File: config.mk
export PLATFORM = sky130hd
export DESIGN_NAME = hex_octal_field_formatter_unit
export DESIGN_NICKNAME = d
export VERILOG_FILES = /design/src/rtl/hofmt_pkg.sv /design/src/rtl/hofmt_digit_unit.sv /design/src/rtl/hex_octal_field_formatter_unit.sv
export SDC_FILE = /design/constraint.sdc
export NUM_CORES = 1
export LEC_CHECK = 0
export BUFFER_PORTS_ARGS = -buffer_cell sky130_fd_sc_hd__buf_4
export CAP_MARGIN = 20
export CORE_MARGIN = 1.5
export CORE_UTILIZATION = 28
export CTS_BUF_LIST = sky130_fd_sc_hd__clkbuf_4 sky130_fd_sc_hd__clkbuf_8
export DETAILED_ROUTE_END_ITERATION = 8
export GPL_ROUTABILITY_DRIVEN = 1
export PLACE_DENSITY = 0.48
export SYNTH_ARGS = -nofsm -noshare
export SYNTH_HDL_FRONTEND = slang
export SYNTH_SLANG_ARGS = --single-unit
File: constraint.sdc
create_clock -name clk -period 12.8 [get_ports clk]
set_input_delay 1.28 -clock clk [delete_from_list [all_inputs] [get_ports clk]]
set_output_delay 1.28 -clock clk [all_outputs]
set_load 0.02 [all_outputs]
File: src/rtl/hofmt_pkg.sv
// ----------------------------------------------------------------------------
// Hex/octal field formatter package
// Request and result types, character codes and pad mode codes.
// ----------------------------------------------------------------------------
package hofmt_pkg;

  localparam int CNT_W = 7;

  localparam logic [6:0] CH_ZERO    = 7'd48;
  localparam logic [6:0] CH_NINE    = 7'd57;
  localparam logic [6:0] CH_SPACE   = 7'd32;
  localparam logic [6:0] LOWER_GAP  = 7'd39;
  localparam logic [6:0] CASE_GAP   = 7'd32;
  localparam logic [6:0] CH_LOWER_X = 7'd120;

  localparam logic [1:0] PAD_PLAIN = 2'd0;
  localparam logic [1:0] PAD_LEFT  = 2'd1;
  localparam logic [1:0] PAD_ALT   = 2'd2;
  localparam logic [1:0] PAD_ZERO  = 2'd3;

  typedef struct packed {
    logic [63:0] value;
    logic        radix_octal;
    logic        upper_case;
    logic [1:0]  pad_mode;
    logic [5:0]  field_width;
    logic [5:0]  min_digits;
  } hofmt_in_t;

  typedef struct packed {
    logic [6:0] out_char;
    logic       last_char;
  } hofmt_out_t;

  typedef struct packed {
    logic load;
    logic shift;
    logic octal;
    logic upper;
  } hofmt_dig_ctl_t;

endpackage

File: src/rtl/hofmt_digit_unit.sv
// ----------------------------------------------------------------------------
// Digit shift unit
// Holds the value left-aligned on digit boundaries and presents its top digit
// as an ASCII character; one shifter serves both leading-zero skip and output.
// ----------------------------------------------------------------------------
module hofmt_digit_unit #(
  parameter int VALUE_BITS = 64
) (
  input  logic                    clk,
  input  hofmt_pkg::hofmt_dig_ctl_t ctl,
  input  logic [63:0]             value,
  output logic                    top_zero,
  output logic [6:0]              top_char
);
  import hofmt_pkg::*;

  localparam int HEX_DIGITS = (VALUE_BITS + 3) / 4;
  localparam int OCT_DIGITS = (VALUE_BITS + 2) / 3;
  localparam int HEX_W      = 4 * HEX_DIGITS;
  localparam int OCT_W      = 3 * OCT_DIGITS;
  localparam int SR_W       = (HEX_W > OCT_W) ? HEX_W : OCT_W;
  localparam int HEX_SH     = SR_W - HEX_W;
  localparam int OCT_SH     = SR_W - OCT_W;

  logic [SR_W-1:0] sr_r;
  logic [SR_W-1:0] sr_nxt;
  logic [SR_W-1:0] val_ext;
  logic [3:0]      digit;
  logic [6:0]      base_char;

  assign val_ext = SR_W'(value[VALUE_BITS-1:0]);

  always_comb begin
    sr_nxt = sr_r;
    if (ctl.load) begin
      sr_nxt = ctl.octal ? (val_ext << OCT_SH) : (val_ext << HEX_SH);
    end else if (ctl.shift) begin
      sr_nxt = ctl.octal ? (sr_r << 3) : (sr_r << 4);
    end
  end

  always_ff @(posedge clk) begin
    sr_r <= sr_nxt;
  end

  assign digit     = ctl.octal ? {1'b0, sr_r[SR_W-1 -: 3]} : sr_r[SR_W-1 -: 4];
  assign top_zero  = (digit == 4'd0);
  assign base_char = CH_ZERO + {3'b000, digit};

  always_comb begin
    top_char = base_char;
    if (base_char > CH_NINE) begin
      top_char = ctl.upper ? (base_char + LOWER_GAP - CASE_GAP)
                           : (base_char + LOWER_GAP);
    end
  end

endmodule

File: src/rtl/hex_octal_field_formatter_unit.sv
// ----------------------------------------------------------------------------
// Hex/octal field formatter
// Formats an unsigned value as padded hexadecimal or octal ASCII text.
// ----------------------------------------------------------------------------
// A request is taken at a rising edge where start is high and busy is low.
// busy then stays high until the final character has been issued, and no
// further request is taken meanwhile.
// Each character appears on out_data for exactly one cycle with out_valid
// high; out_data.last_char marks the final character of the field. The
// receiver cannot hold results off, so it must take every character.
// Sequence: after the request edge the digit shifter, in ST_SKIP, skips
// z leading zero digits (at most 21 for 64-bit octal), ST_SETUP then
// works out the field layout, and then one character leaves per cycle for
// the n characters of the field (1 to MAX_FIELD), each registered out of
// ST_EMIT. The shared digit shifter sets both the skip time and the
// one-digit-per-cycle output rate.
// A synchronous reset returns the sequencer to idle and drops out_valid;
// the digit register needs no reset.
// ----------------------------------------------------------------------------
module hex_octal_field_formatter_unit #(
  parameter int MAX_FIELD  = 62,
  parameter int VALUE_BITS = 64
) (
  input  logic                  clk,
  input  logic                  rst_n,
  input  logic                  start,
  output logic                  busy,
  input  hofmt_pkg::hofmt_in_t  in_req,
  output logic                  out_valid,
  output hofmt_pkg::hofmt_out_t out_data
);
  import hofmt_pkg::*;

  localparam int HEX_DIGITS = (VALUE_BITS + 3) / 4;
  localparam int OCT_DIGITS = (VALUE_BITS + 2) / 3;
  localparam int ND_W       = $clog2(OCT_DIGITS + 1);
  localparam logic [CNT_W-1:0] MAXF = CNT_W'(MAX_FIELD);

  typedef enum logic [1:0] {
    ST_IDLE,
    ST_SKIP,
    ST_SETUP,
    ST_EMIT
  } state_t;

  state_t         state_r, state_nxt;
  logic           octal_r, upper_r;
  logic [1:0]     mode_r;
  logic [5:0]     width_r, prec_r;
  logic [ND_W-1:0] nd_r, nd_nxt;
  logic [ND_W-1:0] dig_r, dig_nxt;
  logic [CNT_W-1:0] lead_r, lead_nxt;
  logic [1:0]     pref_r, pref_nxt;
  logic [CNT_W-1:0] zeros_r, zeros_nxt;
  logic [CNT_W-1:0] cnt_r, cnt_nxt;
  logic [CNT_W-1:0] total_r, total_nxt;
  logic           out_valid_r, out_valid_nxt;
  hofmt_out_t     out_r, out_nxt;

  hofmt_dig_ctl_t dig_ctl;
  logic           top_zero;
  logic [6:0]     top_char;

  logic [CNT_W-1:0] plen, width_c, prec_lim, prec_c, nd_w, eff, body, span;

  hofmt_digit_unit #(
    .VALUE_BITS(VALUE_BITS)
  ) u_digit (
    .clk     (clk),
    .ctl     (dig_ctl),
    .value   (in_req.value),
    .top_zero(top_zero),
    .top_char(top_char)
  );

  always_comb begin
    plen     = (mode_r == PAD_ALT) ? (octal_r ? CNT_W'(1) : CNT_W'(2)) : '0;
    width_c  = (CNT_W'(width_r) > MAXF) ? MAXF : CNT_W'(width_r);
    prec_lim = MAXF - plen;
    prec_c   = (CNT_W'(prec_r) > prec_lim) ? prec_lim : CNT_W'(prec_r);
    nd_w     = CNT_W'(nd_r);
    eff      = (prec_c > nd_w) ? prec_c : nd_w;
    body     = plen + eff;
    if (mode_r == PAD_ZERO) begin
      span = (width_c > nd_w) ? width_c : nd_w;
    end else begin
      span = (width_c > body) ? width_c : body;
    end
  end

  always_comb begin
    state_nxt     = state_r;
    nd_nxt        = nd_r;
    dig_nxt       = dig_r;
    lead_nxt      = lead_r;
    pref_nxt      = pref_r;
    zeros_nxt     = zeros_r;
    cnt_nxt       = cnt_r;
    total_nxt     = total_r;
    out_valid_nxt = 1'b0;
    out_nxt       = out_r;
    dig_ctl.load  = 1'b0;
    dig_ctl.shift = 1'b0;
    dig_ctl.octal = octal_r;
    dig_ctl.upper = upper_r;
    case (state_r)
      ST_IDLE: begin
        dig_ctl.octal = in_req.radix_octal;
        dig_ctl.upper = in_req.upper_case;
        if (start) begin
          dig_ctl.load = 1'b1;
          nd_nxt       = in_req.radix_octal ? ND_W'(OCT_DIGITS) : ND_W'(HEX_DIGITS);
          state_nxt    = ST_SKIP;
        end
      end
      ST_SKIP: begin
        if (top_zero && (nd_r > ND_W'(1))) begin
          dig_ctl.shift = 1'b1;
          nd_nxt        = nd_r - ND_W'(1);
        end else begin
          state_nxt = ST_SETUP;
        end
      end
      ST_SETUP: begin
        dig_nxt   = nd_r;
        cnt_nxt   = '0;
        total_nxt = (span > MAXF) ? MAXF : span;
        pref_nxt  = plen[1:0];
        if (mode_r == PAD_ZERO) begin
          zeros_nxt = (width_c > nd_w) ? (width_c - nd_w) : '0;
          lead_nxt  = '0;
        end else begin
          zeros_nxt = eff - nd_w;
          lead_nxt  = ((mode_r != PAD_LEFT) && (width_c > body)) ? (width_c - body) : '0;
        end
        state_nxt = ST_EMIT;
      end
      ST_EMIT: begin
        out_valid_nxt = 1'b1;
        if (lead_r != '0) begin
          out_nxt.out_char = CH_SPACE;
          lead_nxt         = lead_r - CNT_W'(1);
        end else if (pref_r != 2'd0) begin
          if ((pref_r == 2'd1) && !octal_r) begin
            out_nxt.out_char = upper_r ? (CH_LOWER_X - CASE_GAP) : CH_LOWER_X;
          end else begin
            out_nxt.out_char = CH_ZERO;
          end
          pref_nxt = pref_r - 2'd1;
        end else if (zeros_r != '0) begin
          out_nxt.out_char = CH_ZERO;
          zeros_nxt        = zeros_r - CNT_W'(1);
        end else if (dig_r != '0) begin
          out_nxt.out_char = top_char;
          dig_ctl.shift    = 1'b1;
          dig_nxt          = dig_r - ND_W'(1);
        end else begin
          out_nxt.out_char = CH_SPACE;
        end
        out_nxt.last_char = (cnt_r == total_r - CNT_W'(1));
        cnt_nxt           = cnt_r + CNT_W'(1);
        if (out_nxt.last_char) begin
          state_nxt = ST_IDLE;
        end
      end
      default: begin
        state_nxt = ST_IDLE;
      end
    endcase
  end

  always_ff @(posedge clk) begin
    if (!rst_n) begin
      state_r     <= ST_IDLE;
      out_valid_r <= 1'b0;
    end else begin
      state_r     <= state_nxt;
      out_valid_r <= out_valid_nxt;
    end
    out_r   <= out_nxt;
    nd_r    <= nd_nxt;
    dig_r   <= dig_nxt;
    lead_r  <= lead_nxt;
    pref_r  <= pref_nxt;
    zeros_r <= zeros_nxt;
    cnt_r   <= cnt_nxt;
    total_r <= total_nxt;
    if ((state_r == ST_IDLE) && start) begin
      octal_r <= in_req.radix_octal;
      upper_r <= in_req.upper_case;
      mode_r  <= in_req.pad_mode;
      width_r <= in_req.field_width;
      prec_r  <= in_req.min_digits;
    end
  end

  assign busy      = (state_r != ST_IDLE);
  assign out_valid = out_valid_r;
  assign out_data  = out_r;

endmodule

==> summary.txt <==
Cells and area
  • Area delta synth->final: 17.6%
  • Layout cells sized above 1: between 10% and 20%
  • Util after Layout: 33.5%
  • Antenna Cells: 0
  • Fillcell total: 3,115
  • Nets: approximately 1,100

Die
  • Core area: ~30,000 µm²
  • Rows: 63
  • Ports: 93
  • Die Y: 177 µm
  • Starting Density: 28.5%
  • Chip width: 177 µm
  • Die ar.: between 30,000 and 40,000 µm²

Yosys
  • Post-synth cell types: 77
  • Avg Inst Size Synth: between 9 and 10 µm²
  • Yosys reg bits: 133
  • Number of synthesis warnings: 0
  • Post-synth top area share: 46.2%
  • Post-synth EDFFs: 130
  • Area contributors post-synth: edfxtp_1, ha_1, nor2_1
  • Post-synth top area cell: edfxtp_1
  • Post-Syn Instances: ~850
  • Most used DFF post-synth: edfxtp_1
  • Ys async rst share: 0%
  • Synth Cell Area: 8450 µm²
  • Seq/Total Area, Yosys: a little under half

Timing
  • RSZ-0062 raised after global routing: no
  • Endpoints failing setup: 0
  • Relative slew slack: 38.4%
  • Maximum clock rate: 142 MHz
  • Setup TNS: 0 ns
  • Final cycle utilization of the critical path: 55.1%
  • Final Hold Violating Endpoints: 0
  • Worst-Margin Slew: 0.925 ns
  • Fin Hold WS: 0.593 ns
  • Slew Viols, Final: 0
  • Final Critical Period: 7.05 ns
  • Skew final: 0.0250 ns

CTS
  • Gates resized, CTS repair: 0
  • CTS Sinks: 133
  • CTS tree: built
  • Max Root-Sink Buffers: 2
  • Postcts setup bufs: 0
  • H-tree depth: 4
  • Clk slew on worst S/H paths: approximately 0.090 ns
  • Hold_buf cts: 0
  • Clk Latency, worst-skew pair: approximately 0.47 ns
  • CTS Buf Count: 17
  • CTS root buf: clkbuf_8

Worst setup path
  • Top delay family on crit path: compound AO/OA/AOI/OAI gates
  • Critical path depth: 25
  • CP required: 13.00 ns
  • Slowest cell on crit path: fa_1
  • Crit Path Class: register to register
  • Reg2Reg Depth: 25
  • Crit path max fanout: 11
  • CP peak stage delay: 0.58 ns
  • Worst path arrival time: 7.25 ns
  • Buffer and inverter count on the worst path: 0
  • Worst Setup End Kind: register
  • Crit path launch type: register

Worst hold path
  • Hold Crit Depth: 2
  • Worst hold path type: register to register

Power
  • PwrDens: roughly 250 nW/µm²
  • Sequential Power Share: about a third
  • Clock power frac: roughly 15%
  • Int Pwr: roughly 1.5 mW
  • Leak: 3.70 nW
  • Peak VDD IR: 0.000114 V
  • Net Sw Frac: 42.5%
  • Psw: around 1.1 mW
  • Gate power share: 49.9%

Route
  • Drt drc: 0
  • DR pass1 iterations: 5
  • Routed vias: about 6,600
  • Antenna Nets Post-Route: 0
  • DR vias/cell: 4.97
  • 1st-iter DRT viols: 366
  • DR WL/cell: 16.2 µm
  • Final WL: 21,400 µm

Global route
  • Total GRT Usage: 14.1%
  • Global-route wire length before repair: 34,600 µm
  • Largest net degree at the start of global routing: 94
  • Initial antenna violation count: 0
  • Number of global-route vias before repair: 6,561
  • GRT overflow: 0

Placed design
  • Port buffer count: 92
  • Global placer's final weighted congestion: around 0.82
  • Post-DP HPWL: 15,200 µm

Outcome
  • Status: finished, final reports clean

Run
  • Maxcap violations: 0
## layout make-up
type / instances / area, µm² / share of cell area [%]
timing repair buffer: 99 / 743 / 7.48
multi-input combinational: 632 / 4160 / 41.9
tap: 390 / 488 / 4.91
clock inverter: 15 / 201 / 2.03
clock buffer: 17 / 234 / 2.35
sequential: 133 / 3960 / 39.9
inverter: 38 / 144 / 1.45
## stage by stage
step	total power [mW]	instances	instance area, µm²	setup slack, ns
2_1_floorplan	1.83	854	8460	5.92
3_3_place_gp	2.14	1292	9500	5.92
3_5_place_dp	2.15	1292	9500	5.83
4_1_cts	2.55	1324	9940	5.79
5_1_grt	2.75	1324	9940	5.28
6_report	2.53	1324	9940	5.75
## worst register-to-register path, delay by kind of cell (launching register included)
kind	cells	cell delay [ns]
and+or+nand+nor	8	1.59
DFF	1	0.42
AOI/OAI and AO/OA	11	2.50
muxes	2	0.79
adders and majority gates	4	1.51
## power by group through the flow
| stage | logic (mW) | clock network [mW] | registers [mW] |
|---|---|---|---|
| after global placement | 1.26 | 0 | 0.882 |
| after global routing | 1.43 | 0.419 | 0.898 |
| after CTS | 1.27 | 0.403 | 0.877 |
| after floorplan | 0.971 | 0 | 0.857 |
| final | 1.26 | 0.390 | 0.876 |
| after detailed placement | 1.27 | 0 | 0.884 |
## synthesized netlist by cell type, types with 3 or more instances
cell,n
a211oi_1,7
a21o_1,7
a21oi_1,25
a31oi_1,5
and2_1,12
and3_1,7
buf_1,8
clkbuf_1,39
dfxtp_1,3
edfxtp_1,130
fa_1,4
ha_1,47
inv_1,36
mux2_2,6
mux2i_1,8
mux4_2,3
nand2_1,42
nand2b_1,4
nand3_1,15
nor2_1,156
nor2b_1,13
nor3_1,19
nor4_1,3
o211ai_1,3
o21a_1,4
o21ai_0,82
o22ai_1,3
o31a_1,5
o31ai_1,33
o32ai_1,29
or3_1,4
xnor2_1,33
xor2_1,9
## cell usage in the layout, fill, tap and decap left out, types with 5 or more instances in the layout
cell | netlist | layout
inv_8 | 0 | 5
clkbuf_8 | 0 | 17
o32ai_1 | 29 | 29
buf_4 | 2 | 99
ha_1 | 47 | 47
and2_1 | 12 | 12
nor2b_1 | 13 | 13
o31ai_1 | 33 | 33
a21oi_1 | 25 | 25
nand3_1 | 15 | 15
inv_6 | 0 | 5
edfxtp_1 | 130 | 130
nand2_1 | 42 | 41
inv_1 | 36 | 36
o21ai_0 | 82 | 81
xnor2_1 | 33 | 33
a31oi_1 | 5 | 5
nor2_1 | 156 | 156
a211oi_1 | 7 | 7
xor2_1 | 9 | 9
o31a_1 | 5 | 5
a21o_1 | 7 | 7
mux2i_1 | 8 | 8
mux2_2 | 6 | 6
nor3_1 | 19 | 19
and3_1 | 7 | 7
## final timing paths
kind	slack, ns	to	startpoint
setup / recovery	5.75	total_r[0]	mode_r[0]
hold / removal	0.59	u_digit.sr_r[3]	u_digit.sr_r[0]
setup reg to reg	5.75	total_r[0]	mode_r[0]
hold reg to reg	0.59	u_digit.sr_r[3]	u_digit.sr_r[0]
## per-layer routing
metal  GRT usage [%]  vias up  share of wire, %  wire length [µm]
li1                -     3273                 -                 -
met4            4.48        0               1.5               323
met2            21.8      155                45              9720
met3            2.88       22               5.0              1060
met1            19.6     3128                48             10300
met5               0        -                 0                 0
## kinds of logic after synthesis
group,Yosys count,synth area share [%]
and+or+nand+nor,288,15.2
AOI/OAI and AO/OA,230,18.5
DFF,133,46.9
buffers and inverters,89,4.16
adders and majority gates,51,7.91
xor gates and xnor gates,42,4.35
muxes,19,2.89
other,1,0.0444
## registers in the layout, summed over array words and instances, names as in the netlist
name and count:
u_digit.sr_r 66, width_r 6, zeros_r 7, dig_r 5
mode_r 2, total_r 7, pref_r 2, upper_r 1
lead_r 7, octal_r 1, out_data 8, cnt_r 7
prec_r 6, state_r 2, out_valid 1, nd_r 5
No activity file was read; power rests on OpenSTA's default activity.
